**config.mk**
```make
export PLATFORM = sky130hd
export DESIGN_NAME = balance_cascade_pid
export DESIGN_NICKNAME = d
export VERILOG_FILES = /design/src/rtl/core/bcp_pkg.sv /design/src/rtl/core/bcp_ctrl.sv /design/src/rtl/core/bcp_dpath.sv /design/src/rtl/core/balance_cascade_pid.sv
export SDC_FILE = /design/constraint.sdc
export NUM_CORES = 2
export LEC_CHECK = 0
export BUFFER_PORTS_ARGS = -buffer_cell sky130_fd_sc_hd__buf_2
export CAP_MARGIN = 10
export CELL_PAD_IN_SITES_DETAIL_PLACEMENT = 1
export CELL_PAD_IN_SITES_GLOBAL_PLACEMENT = 2
export CORE_MARGIN = 2
export CORE_UTILIZATION = 25
export DETAILED_ROUTE_END_ITERATION = 10
export PLACE_DENSITY_LB_ADDON = 0.25
export SLEW_MARGIN = 10
export SYNTH_ARGS = -nofsm -noshare
export SYNTH_HDL_FRONTEND = slang
export SYNTH_SLANG_ARGS = --single-unit
```
**constraint.sdc**
```tcl
create_clock -name clk -period 23.8 [get_ports clk]
set_input_delay 3.57 -clock clk [delete_from_list [all_inputs] [get_ports clk]]
set_output_delay 3.57 -clock clk [all_outputs]
set_load 0.005 [all_outputs]
```
**src/rtl/core/bcp_pkg.sv**
```systemverilog
// bcp_pkg: shared types and constants of the cascaded balance controller
// command codes, register indexes, reset values, controller-to-datapath command and status
// no dependencies
package bcp_pkg;

	localparam int IN_DATA_W  = 112;
	localparam int OUT_DATA_W = 32;
	localparam int CFG_IDX_W  = 3;
	localparam int CFG_DATA_W = 32;

	localparam logic [1:0] CMD_RUN  = 2'd1;
	localparam logic [1:0] CMD_STOP = 2'd2;

	localparam logic [2:0] REG_BALANCE_ANGLE   = 3'd0;
	localparam logic [2:0] REG_VERTICAL_P_GAIN = 3'd1;
	localparam logic [2:0] REG_VERTICAL_D_GAIN = 3'd2;
	localparam logic [2:0] REG_SPEED_P_GAIN    = 3'd3;
	localparam logic [2:0] REG_SPEED_I_GAIN    = 3'd4;
	localparam logic [2:0] REG_TURN_P_GAIN     = 3'd5;
	localparam logic [2:0] REG_TURN_D_GAIN     = 3'd6;
	localparam logic [2:0] REG_TARGET_HEADING  = 3'd7;

	localparam logic signed [15:0] RST_BALANCE_ANGLE   = 16'sd0;
	localparam logic signed [31:0] RST_VERTICAL_P_GAIN = -32'sd22937600;
	localparam logic signed [31:0] RST_VERTICAL_D_GAIN = -32'sd66847;
	localparam logic signed [31:0] RST_SPEED_P_GAIN    = -32'sd16384;
	localparam logic signed [31:0] RST_SPEED_I_GAIN    = -32'sd82;
	localparam logic signed [31:0] RST_TURN_P_GAIN     = 32'sd655360;
	localparam logic signed [31:0] RST_TURN_D_GAIN     = 32'sd0;
	localparam logic signed [15:0] RST_TARGET_HEADING  = 16'sd0;

	typedef enum logic [2:0] {
		MUL_DIV = 3'd0,
		MUL_SP  = 3'd1,
		MUL_SI  = 3'd2,
		MUL_VP  = 3'd3,
		MUL_VD  = 3'd4,
		MUL_TP  = 3'd5,
		MUL_TD  = 3'd6
	} mul_sel_t;

	typedef enum logic [1:0] {
		ACC_HOLD = 2'd0,
		ACC_LOAD = 2'd1,
		ACC_ADD  = 2'd2
	} acc_mode_t;

	typedef struct packed {
		logic      cap;
		logic      num_ld;
		logic      mul_en;
		mul_sel_t  mul_sel;
		acc_mode_t acc_mode;
		logic      fe_ld;
		logic      is_ld;
		logic      is_clr;
		logic      vel_ld;
		logic      diff_ld;
		logic      vert_ld;
		logic      turn_ld;
		logic      out_ld;
	} dp_cmd_t;

	typedef struct packed {
		logic [1:0] command;
		logic       out_free;
	} dp_status_t;

endpackage

```
**src/rtl/core/bcp_ctrl.sv**
```systemverilog
// bcp_ctrl: sequencer of the cascaded balance controller
// steps the shared multiply-accumulate datapath through one control tick
// depends on bcp_pkg
module bcp_ctrl (
	input  logic                  clk,
	input  logic                  arst_n,
	input  logic                  in_valid,
	output logic                  in_ready,
	output bcp_pkg::dp_cmd_t      cmd,
	input  bcp_pkg::dp_status_t   status
);

	typedef enum logic [15:0] {
		ST_IDLE = 16'h0001,
		ST_DEC  = 16'h0002,
		ST_DMUL = 16'h0004,
		ST_DFIX = 16'h0008,
		ST_INT  = 16'h0010,
		ST_M2   = 16'h0020,
		ST_VSUM = 16'h0040,
		ST_VEL  = 16'h0080,
		ST_DIFF = 16'h0100,
		ST_M3   = 16'h0200,
		ST_M4   = 16'h0400,
		ST_M5   = 16'h0800,
		ST_M6   = 16'h1000,
		ST_M7   = 16'h2000,
		ST_TURN = 16'h4000,
		ST_OUT  = 16'h8000
	} state_t;

	state_t state_q;
	state_t state_d;

	assign in_ready = (state_q == ST_IDLE);

	always_comb begin
		state_d      = state_q;
		cmd          = '0;
		cmd.mul_sel  = bcp_pkg::MUL_DIV;
		cmd.acc_mode = bcp_pkg::ACC_HOLD;
		case (state_q)
			ST_IDLE: begin
				if (in_valid) begin
					cmd.cap = 1'b1;
					state_d = ST_DEC;
				end
			end
			ST_DEC: begin
				cmd.num_ld = 1'b1;
				if (status.command == bcp_pkg::CMD_RUN) begin
					state_d = ST_DMUL;
				end else if (status.command == bcp_pkg::CMD_STOP) begin
					cmd.is_clr = 1'b1;
					state_d    = ST_OUT;
				end else begin
					state_d = ST_IDLE;
				end
			end
			ST_DMUL: begin
				cmd.mul_en  = 1'b1;
				cmd.mul_sel = bcp_pkg::MUL_DIV;
				state_d     = ST_DFIX;
			end
			ST_DFIX: begin
				cmd.fe_ld = 1'b1;
				state_d   = ST_INT;
			end
			ST_INT: begin
				cmd.is_ld   = 1'b1;
				cmd.mul_en  = 1'b1;
				cmd.mul_sel = bcp_pkg::MUL_SP;
				state_d     = ST_M2;
			end
			ST_M2: begin
				cmd.mul_en   = 1'b1;
				cmd.mul_sel  = bcp_pkg::MUL_SI;
				cmd.acc_mode = bcp_pkg::ACC_LOAD;
				state_d      = ST_VSUM;
			end
			ST_VSUM: begin
				cmd.acc_mode = bcp_pkg::ACC_ADD;
				state_d      = ST_VEL;
			end
			ST_VEL: begin
				cmd.vel_ld = 1'b1;
				state_d    = ST_DIFF;
			end
			ST_DIFF: begin
				cmd.diff_ld = 1'b1;
				state_d     = ST_M3;
			end
			ST_M3: begin
				cmd.mul_en  = 1'b1;
				cmd.mul_sel = bcp_pkg::MUL_VP;
				state_d     = ST_M4;
			end
			ST_M4: begin
				cmd.mul_en   = 1'b1;
				cmd.mul_sel  = bcp_pkg::MUL_VD;
				cmd.acc_mode = bcp_pkg::ACC_LOAD;
				state_d      = ST_M5;
			end
			ST_M5: begin
				cmd.mul_en   = 1'b1;
				cmd.mul_sel  = bcp_pkg::MUL_TP;
				cmd.acc_mode = bcp_pkg::ACC_ADD;
				state_d      = ST_M6;
			end
			ST_M6: begin
				cmd.vert_ld  = 1'b1;
				cmd.mul_en   = 1'b1;
				cmd.mul_sel  = bcp_pkg::MUL_TD;
				cmd.acc_mode = bcp_pkg::ACC_LOAD;
				state_d      = ST_M7;
			end
			ST_M7: begin
				cmd.acc_mode = bcp_pkg::ACC_ADD;
				state_d      = ST_TURN;
			end
			ST_TURN: begin
				cmd.turn_ld = 1'b1;
				state_d     = ST_OUT;
			end
			ST_OUT: begin
				if (status.out_free) begin
					cmd.out_ld = 1'b1;
					state_d    = ST_IDLE;
				end
			end
			default: begin
				state_d = ST_IDLE;
			end
		endcase
	end

	always_ff @(posedge clk or negedge arst_n) begin
		if (!arst_n) begin
			state_q <= ST_IDLE;
		end else begin
			state_q <= state_d;
		end
	end

endmodule

```
**src/rtl/core/bcp_dpath.sv**
```systemverilog
// bcp_dpath: datapath of the cascaded balance controller
// config registers, loop state, shared 32x25 multiplier with accumulator, output register
// depends on bcp_pkg
module bcp_dpath (
	input  logic                                clk,
	input  logic                                arst_n,
	input  bcp_pkg::dp_cmd_t                    cmd,
	output bcp_pkg::dp_status_t                 status,
	input  logic [bcp_pkg::IN_DATA_W-1:0]       in_data,
	input  logic [1:0]                          in_user,
	output logic                                out_valid,
	input  logic                                out_ready,
	output logic [bcp_pkg::OUT_DATA_W-1:0]      out_data,
	input  logic                                cfg_wr,
	input  logic [bcp_pkg::CFG_IDX_W-1:0]       cfg_idx,
	input  logic [bcp_pkg::CFG_DATA_W-1:0]      cfg_wdata
);

	// reciprocal of ten scaled by 2^24, rounded down
	localparam logic signed [31:0] DIV10_MUL = 32'sd1677721;
	localparam logic signed [18:0] INT_MAX   = 19'sd20000;
	localparam logic signed [18:0] INT_MIN   = -19'sd20000;

	function automatic logic signed [41:0] trunc_q16(input logic signed [57:0] x);
		logic signed [41:0] t;
		t = x[57:16];
		if (x[57] && (x[15:0] != 16'd0)) begin
			t = t + 42'sd1;
		end
		return t;
	endfunction

	function automatic logic signed [15:0] sat16(input logic signed [42:0] x);
		logic signed [15:0] r;
		if (x > 43'sd32767) begin
			r = 16'sh7fff;
		end else if (x < -43'sd32768) begin
			r = 16'sh8000;
		end else begin
			r = x[15:0];
		end
		return r;
	endfunction

	// config registers
	logic signed [15:0] balance_angle_q;
	logic signed [31:0] vp_gain_q;
	logic signed [31:0] vd_gain_q;
	logic signed [31:0] sp_gain_q;
	logic signed [31:0] si_gain_q;
	logic signed [31:0] tp_gain_q;
	logic signed [31:0] td_gain_q;
	logic signed [15:0] heading_q;

	// captured transaction
	logic [1:0]         command_q;
	logic signed [10:0] tspeed_q;
	logic signed [15:0] enc_l_q;
	logic signed [15:0] enc_r_q;
	logic signed [15:0] roll_q;
	logic signed [15:0] yaw_q;
	logic signed [15:0] gx_q;
	logic signed [15:0] gz_q;

	// loop state and working registers
	logic signed [17:0] fe_q;
	logic signed [15:0] is_q;
	logic signed [20:0] num_q;
	logic signed [56:0] prod_q;
	logic signed [57:0] acc_q;
	logic signed [15:0] vel_q;
	logic signed [24:0] diff_q;
	logic signed [41:0] vert_q;
	logic signed [41:0] turn_q;
	logic [bcp_pkg::OUT_DATA_W-1:0] out_data_q;
	logic                           out_valid_q;

	logic signed [17:0] err;
	logic signed [20:0] num_d;
	logic [19:0]        num_abs;
	logic signed [31:0] mul_a;
	logic signed [24:0] mul_b;
	logic [16:0]        q0;
	logic [20:0]        ten_q0;
	logic [20:0]        rem;
	logic [17:0]        q1;
	logic signed [17:0] filt;
	logic signed [18:0] isum;
	logic signed [15:0] is_sat;
	logic signed [23:0] setp;
	logic signed [15:0] duty_l;
	logic signed [15:0] duty_r;

	always_ff @(posedge clk or negedge arst_n) begin
		if (!arst_n) begin
			balance_angle_q <= bcp_pkg::RST_BALANCE_ANGLE;
			vp_gain_q       <= bcp_pkg::RST_VERTICAL_P_GAIN;
			vd_gain_q       <= bcp_pkg::RST_VERTICAL_D_GAIN;
			sp_gain_q       <= bcp_pkg::RST_SPEED_P_GAIN;
			si_gain_q       <= bcp_pkg::RST_SPEED_I_GAIN;
			tp_gain_q       <= bcp_pkg::RST_TURN_P_GAIN;
			td_gain_q       <= bcp_pkg::RST_TURN_D_GAIN;
			heading_q       <= bcp_pkg::RST_TARGET_HEADING;
		end else if (cfg_wr) begin
			case (cfg_idx)
				bcp_pkg::REG_BALANCE_ANGLE:   balance_angle_q <= cfg_wdata[15:0];
				bcp_pkg::REG_VERTICAL_P_GAIN: vp_gain_q       <= cfg_wdata;
				bcp_pkg::REG_VERTICAL_D_GAIN: vd_gain_q       <= cfg_wdata;
				bcp_pkg::REG_SPEED_P_GAIN:    sp_gain_q       <= cfg_wdata;
				bcp_pkg::REG_SPEED_I_GAIN:    si_gain_q       <= cfg_wdata;
				bcp_pkg::REG_TURN_P_GAIN:     tp_gain_q       <= cfg_wdata;
				bcp_pkg::REG_TURN_D_GAIN:     td_gain_q       <= cfg_wdata;
				bcp_pkg::REG_TARGET_HEADING:  heading_q       <= cfg_wdata[15:0];
				default: begin
				end
			endcase
		end
	end

	always_ff @(posedge clk) begin
		if (cmd.cap) begin
			command_q <= in_user;
			tspeed_q  <= in_data[10:0];
			enc_l_q   <= in_data[26:11];
			enc_r_q   <= in_data[42:27];
			roll_q    <= in_data[58:43];
			yaw_q     <= in_data[74:59];
			gx_q      <= in_data[90:75];
			gz_q      <= in_data[106:91];
		end
	end

	// speed error and 3*err + 7*filtered
	assign err   = 18'(enc_l_q) - 18'(enc_r_q) - 18'(tspeed_q);
	assign num_d = (21'(err) <<< 1) + 21'(err) + (21'(fe_q) <<< 3) - 21'(fe_q);
	assign num_abs = num_q[20] ? 20'(-num_q) : num_q[19:0];

	always_comb begin
		case (cmd.mul_sel)
			bcp_pkg::MUL_DIV: begin
				mul_a = DIV10_MUL;
				mul_b = $signed({5'd0, num_abs});
			end
			bcp_pkg::MUL_SP: begin
				mul_a = sp_gain_q;
				mul_b = 25'(fe_q);
			end
			bcp_pkg::MUL_SI: begin
				mul_a = si_gain_q;
				mul_b = 25'(is_q);
			end
			bcp_pkg::MUL_VP: begin
				mul_a = vp_gain_q;
				mul_b = diff_q;
			end
			bcp_pkg::MUL_VD: begin
				mul_a = vd_gain_q;
				mul_b = 25'(gx_q);
			end
			bcp_pkg::MUL_TP: begin
				mul_a = tp_gain_q;
				mul_b = 25'(heading_q) - 25'(yaw_q);
			end
			bcp_pkg::MUL_TD: begin
				mul_a = td_gain_q;
				mul_b = 25'(gz_q);
			end
			default: begin
				mul_a = '0;
				mul_b = '0;
			end
		endcase
	end

	// divide by ten: reciprocal estimate is low by at most one
	assign q0     = prod_q[40:24];
	assign ten_q0 = 21'({q0, 3'd0}) + 21'({q0, 1'b0});
	assign rem    = 21'(num_abs) - ten_q0;
	assign q1     = 18'(q0) + ((rem >= 21'd10) ? 18'd1 : 18'd0);
	assign filt   = num_q[20] ? -$signed(q1) : $signed(q1);

	assign isum = 19'(is_q) + 19'(fe_q);
	always_comb begin
		if (isum > INT_MAX) begin
			is_sat = 16'(INT_MAX);
		end else if (isum < INT_MIN) begin
			is_sat = 16'(INT_MIN);
		end else begin
			is_sat = isum[15:0];
		end
	end

	assign setp   = (24'(vel_q) <<< 7) + 24'(balance_angle_q);
	assign duty_l = sat16(43'(vert_q) - 43'(turn_q));
	assign duty_r = sat16(43'(vert_q) + 43'(turn_q));

	always_ff @(posedge clk) begin
		if (cmd.num_ld) begin
			num_q <= num_d;
		end
		if (cmd.mul_en) begin
			prod_q <= 57'(mul_a) * 57'(mul_b);
		end
		case (cmd.acc_mode)
			bcp_pkg::ACC_LOAD: acc_q <= 58'(prod_q);
			bcp_pkg::ACC_ADD:  acc_q <= acc_q + 58'(prod_q);
			default: begin
			end
		endcase
		if (cmd.vel_ld) begin
			vel_q <= sat16(43'(trunc_q16(acc_q)));
		end
		if (cmd.diff_ld) begin
			diff_q <= 25'(roll_q) - 25'(setp);
		end
		if (cmd.vert_ld) begin
			vert_q <= trunc_q16(acc_q);
		end
		if (cmd.turn_ld) begin
			turn_q <= trunc_q16(acc_q);
		end
		if (cmd.out_ld) begin
			if (command_q == bcp_pkg::CMD_STOP) begin
				out_data_q <= '0;
			end else begin
				out_data_q <= {duty_r, duty_l};
			end
		end
	end

	always_ff @(posedge clk or negedge arst_n) begin
		if (!arst_n) begin
			fe_q        <= '0;
			is_q        <= '0;
			out_valid_q <= 1'b0;
		end else begin
			if (cmd.fe_ld) begin
				fe_q <= filt;
			end
			if (cmd.is_clr) begin
				is_q <= '0;
			end else if (cmd.is_ld) begin
				is_q <= is_sat;
			end
			if (cmd.out_ld) begin
				out_valid_q <= 1'b1;
			end else if (out_ready) begin
				out_valid_q <= 1'b0;
			end
		end
	end

	assign out_valid       = out_valid_q;
	assign out_data        = out_data_q;
	assign status.command  = command_q;
	assign status.out_free = !out_valid_q || out_ready;

endmodule

```
**src/rtl/core/balance_cascade_pid.sv**
```systemverilog
// balance_cascade_pid: top level of the cascaded balance controller
// joins the sequencer and the datapath, ties off the config channel ready
// depends on bcp_pkg, bcp_ctrl, bcp_dpath
//
// One control tick is one input transaction. The block takes one tick at a time: a run
// tick is accepted, walked through a single shared 32x25 multiplier and accumulator by the
// sequencer (speed filter with divide by ten, clamped integral, velocity PI, vertical PD,
// turn PD), and its duties land in the output register; the input is not ready again until
// they have been loaded. A stop tick goes straight from decode to the output state, gives
// zero duties and clears the integral; an idle tick gives no result and frees the input
// after its decode. The output register holds a result while the next tick is computed;
// a tick finishing into a full output register waits there. Config writes are taken at
// any time and must only be issued while no tick is in flight.
module balance_cascade_pid (
	input  logic                                clk,
	input  logic                                arst_n,
	input  logic                                s_axis_tvalid,
	output logic                                s_axis_tready,
	// speed_demand, encoder_left, encoder_right, roll_angle, yaw_angle, gyro_x, gyro_z
	input  logic [bcp_pkg::IN_DATA_W-1:0]       s_axis_tdata,
	// command
	input  logic [1:0]                          s_axis_tuser,
	output logic                                m_axis_tvalid,
	input  logic                                m_axis_tready,
	// duty_left, duty_right
	output logic [bcp_pkg::OUT_DATA_W-1:0]      m_axis_tdata,
	input  logic                                cfg_valid,
	output logic                                cfg_ready,
	input  logic [bcp_pkg::CFG_IDX_W-1:0]       cfg_index,
	input  logic [bcp_pkg::CFG_DATA_W-1:0]      cfg_data
);

	bcp_pkg::dp_cmd_t    cmd;
	bcp_pkg::dp_status_t status;

	assign cfg_ready = 1'b1;

	bcp_ctrl u_ctrl (
		.clk      (clk),
		.arst_n   (arst_n),
		.in_valid (s_axis_tvalid),
		.in_ready (s_axis_tready),
		.cmd      (cmd),
		.status   (status)
	);

	bcp_dpath u_dpath (
		.clk       (clk),
		.arst_n    (arst_n),
		.cmd       (cmd),
		.status    (status),
		.in_data   (s_axis_tdata),
		.in_user   (s_axis_tuser),
		.out_valid (m_axis_tvalid),
		.out_ready (m_axis_tready),
		.out_data  (m_axis_tdata),
		.cfg_wr    (cfg_valid && cfg_ready),
		.cfg_idx   (cfg_index),
		.cfg_wdata (cfg_data)
	);

endmodule

```
After elaboration in Yosys (flattened, before gate mapping). Index checks and enable logic that the tools add are counted.

Equal/unequal tests: 35. Div/mod/pow operators: 0. Multipliers: 1. Shift-type cells: 0. $lt $le $gt $ge: 9. Muxes and demuxes: 40. Reduce and logical (&&, ||, !) cells: 22. Bitwise operators: 0. Add/subtract/negate cells: 18.

Operator list (number): $pmux 16 s16 (1); $pmux 32 s7 (1); $mux 16 (11); $pmux 25 s7 (1); $pmux 58 s2 (1); $gt 43x16->1 const B (2); $lt 43x16->1 const B (2); $mux 42 (2); $add 58x57->58 (1); $mul 32x25->57 (1); $add 42x42->43 (1); $sub 42x42->43 (1); $add 42x2->42 const B (1); $gt 42x16->1 const B (1); $lt 42x16->1 const B (1); $sub 16x16->17 (2); $mux 15 (2); $pmux 4 s7 (1); $sub 16x24->25 (1); $add 23x16->24 (1); $add 20x18->21 (1); $add 20x21->21 (1); $eq 3x3->1 const B (7); $ge 21x4->1 const B (1); 44 further kinds (80).

Memories: 0. Memory bits (writable): 0. Logic and storage cells: 155. Bits in read-only memories: 0. Output and inout bits: 35. Latch bits: 0. Flip-flop bits (word level): 677.

Longest topological paths before layout.
Depth after elaboration: 8. Gate-level depth with buffers: 43. Depth with buffers taken out: 41.

Modules after synthesis. From an unflattened synthesis, not the netlist that was laid out.

Cell total of the unflattened synthesis: 7276. Area, all modules: 71914.0 um2.

Modules (own cells, without submodules): bcp_dpath (sequential area each 18657.9 um2, cells each 7167, instances 1, area an instance 70875.5 um2); bcp_ctrl (sequential area each 401.6 um2, cells each 107, instances 1, area an instance 1027.2 um2); balance_cascade_pid (sequential area each 0.0 um2, cells each 2, instances 1, area an instance 11.3 um2).

Worst setup path before layout. Ideal clock, no wire load.

Kind: reg2reg. Start point: register u_ctrl.state_q[7]. End point: register u_dpath.prod_q[55], data pin. Period minus slack after synthesis: 10.147 ns. Setup time: 0.265 ns. Stages on the path, launching flop included: 38. Path slack: 13.653 ns. Arrival: 9.881 ns. Buffers on the path: 4. Required time: 23.535 ns. Path through: dfrtp_1 nor4_1 nand3_1 or3_1 nor3b_1 buf_2 buf_2 a22oi_1 nand2_1 a221o_1 clkbuf_1 nand2_1 fa_1 inv_1 fa_1 inv_1 fa_1 fa_1 (+2 left out) fa_1 inv_1 fa_1 inv_1 ha_1 clkbuf_1 a21oi_1 o21ai_0 a2111oi_0 o211ai_1 o21ai_0 a21oi_1 o21ai_1 a21oi_1 o41ai_1 o31a_1 o21ai_0 xor2_1.

Word-level cells in the longest chain between the ends: 5.

RTL lines: start: declaration (RTL line bcp_ctrl.sv:32) `state_t state_q;`; start signal: assignment (RTL line bcp_ctrl.sv:141) `state_q <= state_d;`; $eq 16x13->1, or another cell as far along (RTL line bcp_ctrl.sv:42) `case (state_q)`; $pmux 4 s7 (*) (RTL line bcp_ctrl.sv:42); $eq 3x3->1, or another cell as far along (RTL line bcp_dpath.sv:139) `case (cmd.mul_sel)`; $pmux 32 s7 / $pmux 25 s7 (equally long branches) (RTL line bcp_dpath.sv:139); $mul 32x25->57 (*) (RTL line bcp_dpath.sv:202) `prod_q <= 57'(mul_a) * 57'(mul_b);`; end signal: assignment (RTL line bcp_dpath.sv:202); end: declaration (RTL line bcp_dpath.sv:69) `logic signed [56:0] prod_q;`.

Every way passes the cells marked *; elsewhere a longest branch is shown, timed or not. A chain may end at the register's enable or synchronous reset.

Final worst setup path.
Start point: register u_ctrl.state_q[5]. End point: register u_dpath.prod_q[53], data pin.

Same word-level chain as after synthesis.

==> flow_summary.yaml <==
run_status:
  status: "finished, final reports clean"
global_routing:
  grt.total_usage_pct: 17.26
  grt_pass1_wl_um: 380100
  grt_max_degree: 140
  grt-ovfl-total: 0
  grt_pass1_vias: 58570
  antenna_found_initial: 20
floorplanning:
  ios: 189
  initial_core_util_pct: 25.10
  dieArea_um2: 290400
  row_count: 196
  die_w_um: 538.9
  die_h_um: 538.9
  core_um2: 285000
timing:
  tightest_slew_ns: 1.207
  fin_ws_ns: 11.16
  finalSetupViolCount: 0
  fin_crit_sh_pct: 53.12
  slew_violations: 0
  fmax_mhz: 79.09
  maxSlewHeadroom_pct: 19.50
  rsz0062_at_grt: "false"
  finalSetupTns_ns: 0
  min_period_ns: 12.64
  skew_ns: 0.03028
  hold_viol_final: 0
clock_tree:
  post_cts_buffers: 0
  cts_tree: "yes"
  root_buffer: "clkbuf_16"
  htree_levels: 3
  clockBufferDepth: 3
  cts_hold_buf: 0
  clock_sinks: 677
  clkLatencyLatePin_ns: 0.71
  ctsResizeCount: 0
  cts_buffers: 82
  clkSlewWorstSetupHoldPaths_ns: 0.06
synthesis:
  synthCells: 7300
  yosys.area.top_type: "fa_1"
  ys_dominant_reg_cell: "edfxtp_1"
  synth.avg_cell_area_um2: 9.798
  ys_seq_elements: 677
  synth.net_count: 8794
  synth_edf_count: 402
  ys_top_cells_by_area: "fa_1 25%, edfxtp_1 17%, ha_1 7.6%"
  synthArstFlopShare_pct: 40.62
  yosys.area.top_type_share_pct: 25.36
  yosysWarnings: 0
  yosysUniqueCellTypes: 110
  ys_seq_area_share_pct: 26.65
  netlist_area_um2: 71530
critical_path:
  crit_buf_inv: 9
  path_class: "reg -> reg"
  cp_slowest_stage_delay_ns: 0.73
  cp_max_fo: 48
  cp-end-kind: "register"
  crit_arrival_ns: 13.07
  crit_slowest_cell: "buf_4"
  cpLargestDelayFamily: "adder cells"
  path_common_cell: "fa_1"
  required_ns: 24.23
  critPathLaunchType: "register"
detailed_routing:
  postRouteAntennaNets: 0
  drt_iter0_markers: 2822
  vias: 53050
  wl_um: 251700
  drt_pass1_iterations: 7
  drc: 0
  wl_per_cell_um: 22.39
  via_per_inst: 4.720
place:
  gp_congestion: 0.8431
  place_ws_ns: 11.02
  placed_cell_area_um2: 77380
  hpwlAfterDp_um: 196800
  port_buffers: 182
finish:
  nets: 8902
  fill_cells: 32610
  drive_above_1_share_pct: 12.06
  stdcell_area_um2: 80140
  postLayoutCoreUtil_pct: 28.12
  areaGrowthSynthToFinish_pct: 12.04
min_path:
  hold_path.class: "reg -> reg"
flow_run:
  drv_cap: 0
-- synth_stat cells, drive strengths merged, types with 34 or more instances --
master / number
nor2: 613
nand2b: 89
nand3: 111
ha: 434
or3: 34
nand4: 46
a21o: 113
nor3: 105
o31ai: 43
clkbuf: 217
o21a: 36
and2: 68
nor2b: 54
dfstp: 85
dfrtp: 190
fa: 906
buf: 62
edfxtp: 402
a22oi: 69
o21ai: 239
o21bai: 37
xnor2: 221
xor2: 106
a21oi: 276
and3: 56
o211ai: 37
mux2: 255
nor4: 48
nand2: 680
inv: 1240
-- per-stage QoR --
| step | std cells | hold WS, ns |
|---|---|---|
| after global routing | 11240 | 0.5185 |
| after global placement | 11090 | 0.4853 |
| final | 11240 | 0.5053 |
| after detailed placement | 11090 | 0.4941 |
| after CTS | 11240 | 0.5069 |
| after floorplan | 7300 | 0.4651 |
-- kinds of logic after synthesis --
family,after synthesis,synth area share (%)
compound gates,1158,11.12
xor+xnor,327,4.004
fa+ha+maj,1340,32.95
buf+inv,1522,8.122
flops,677,26.65
mux,263,4.127
other cells,1,0.005243
simple gates,2012,13.03
-- cell type report --
| cell class | count | area (um^2) | share of cell area [%] |
|---|---|---|---|
| diodes | 1 | 2.502 | 0.003123 |
| flip-flops and latches | 677 | 19060 | 23.78 |
| inverters | 1243 | 4666 | 5.822 |
| clock inverters | 41 | 445.4 | 0.5558 |
| multi-input cells | 5101 | 47110 | 58.78 |
| repair buffers | 303 | 1842 | 2.298 |
| clock buffers | 112 | 2307 | 2.879 |
| well taps | 3762 | 4707 | 5.874 |
-- flip-flops by register name, summed over array words and instances, names as in the netlist, 18 cells and up --
register	count
u_dpath.acc_q	58
u_dpath.diff_q	25
u_dpath.fe_q	18
u_dpath.num_q	21
u_dpath.out_data	32
u_dpath.prod_q	57
u_dpath.si_gain_q	32
u_dpath.sp_gain_q	32
u_dpath.td_gain_q	32
u_dpath.tp_gain_q	32
u_dpath.turn_q	42
u_dpath.vd_gain_q	32
u_dpath.vert_q	42
u_dpath.vp_gain_q	32
-- per-layer routing --
layer / global-route usage, % / vias to the layer above / part of all wire (%)
li1: - / 24280 / -
met4: 2.808 / 0 / 1.6
met3: 1.715 / 204 / 3.1
met1: 24.66 / 27780 / 49
met5: 0 / - / 0
met2: 28.50 / 781 / 46
-- worst register-to-register path: cells and delay by family, from the launching register on --
family,cells,cell delay [ns]
buffers and inverters,9,1.80
and+or+nand+nor,8,2.59
adders and majority gates,8,4.08
AOI/OAI and AO/OA,11,3.31
xor gates and xnor gates,1,0.15
DFF,1,0.45
-- final timing paths --
check                      slack, ns                   from                     to  cells past startpoint
max                            11.16      u_ctrl.state_q[5]     u_dpath.prod_q[53]                     37
min                             0.51  u_dpath.td_gain_q[12]  u_dpath.td_gain_q[12]                      1
max reg2reg                    11.16      u_ctrl.state_q[5]     u_dpath.prod_q[53]                     37
min reg2reg                     0.51  u_dpath.td_gain_q[12]  u_dpath.td_gain_q[12]                      1
max in group asynchronous      19.23                 arst_n       u_dpath.fe_q[15]                      2
min in group asynchronous       3.04                 arst_n  u_dpath.vp_gain_q[24]                      1
-- placed cells by master, fill, tap and decap left out, types with 16 or more instances in the layout --
cell	Yosys	routed
a22oi_1	69	69
a211o_1	16	16
nor2b_1	53	52
a222oi_1	20	20
a211oi_1	21	21
dfrtp_1	190	190
or3_1	34	34
o21bai_1	37	37
nand4_1	45	45
o211ai_1	35	35
nor2_1	612	611
nand2_1	678	678
a21oi_1	274	265
clkbuf_16	0	84
and2_1	67	66
o21a_1	36	36
nand2b_1	88	87
xor2_1	106	106
ha_1	434	433
or2_2	16	16
clkinv_1	3	18
edfxtp_1	402	402
buf_4	5	120
a21o_1	113	111
mux2_2	255	255
nor3_1	103	101
xnor2_1	221	221
buf_2	44	181
a221o_1	25	25
inv_1	1227	1226
nand3_1	111	111
a31oi_1	27	26
clkbuf_1	217	18
o31ai_1	41	41
o21ai_0	216	216
dfstp_2	85	85
nor4_1	46	46
and3_1	56	56
fa_1	906	906
Power is left out: the tool's default activity adds up to more than one toggle a clock period on the data nets, which glitch-free logic cannot reach.
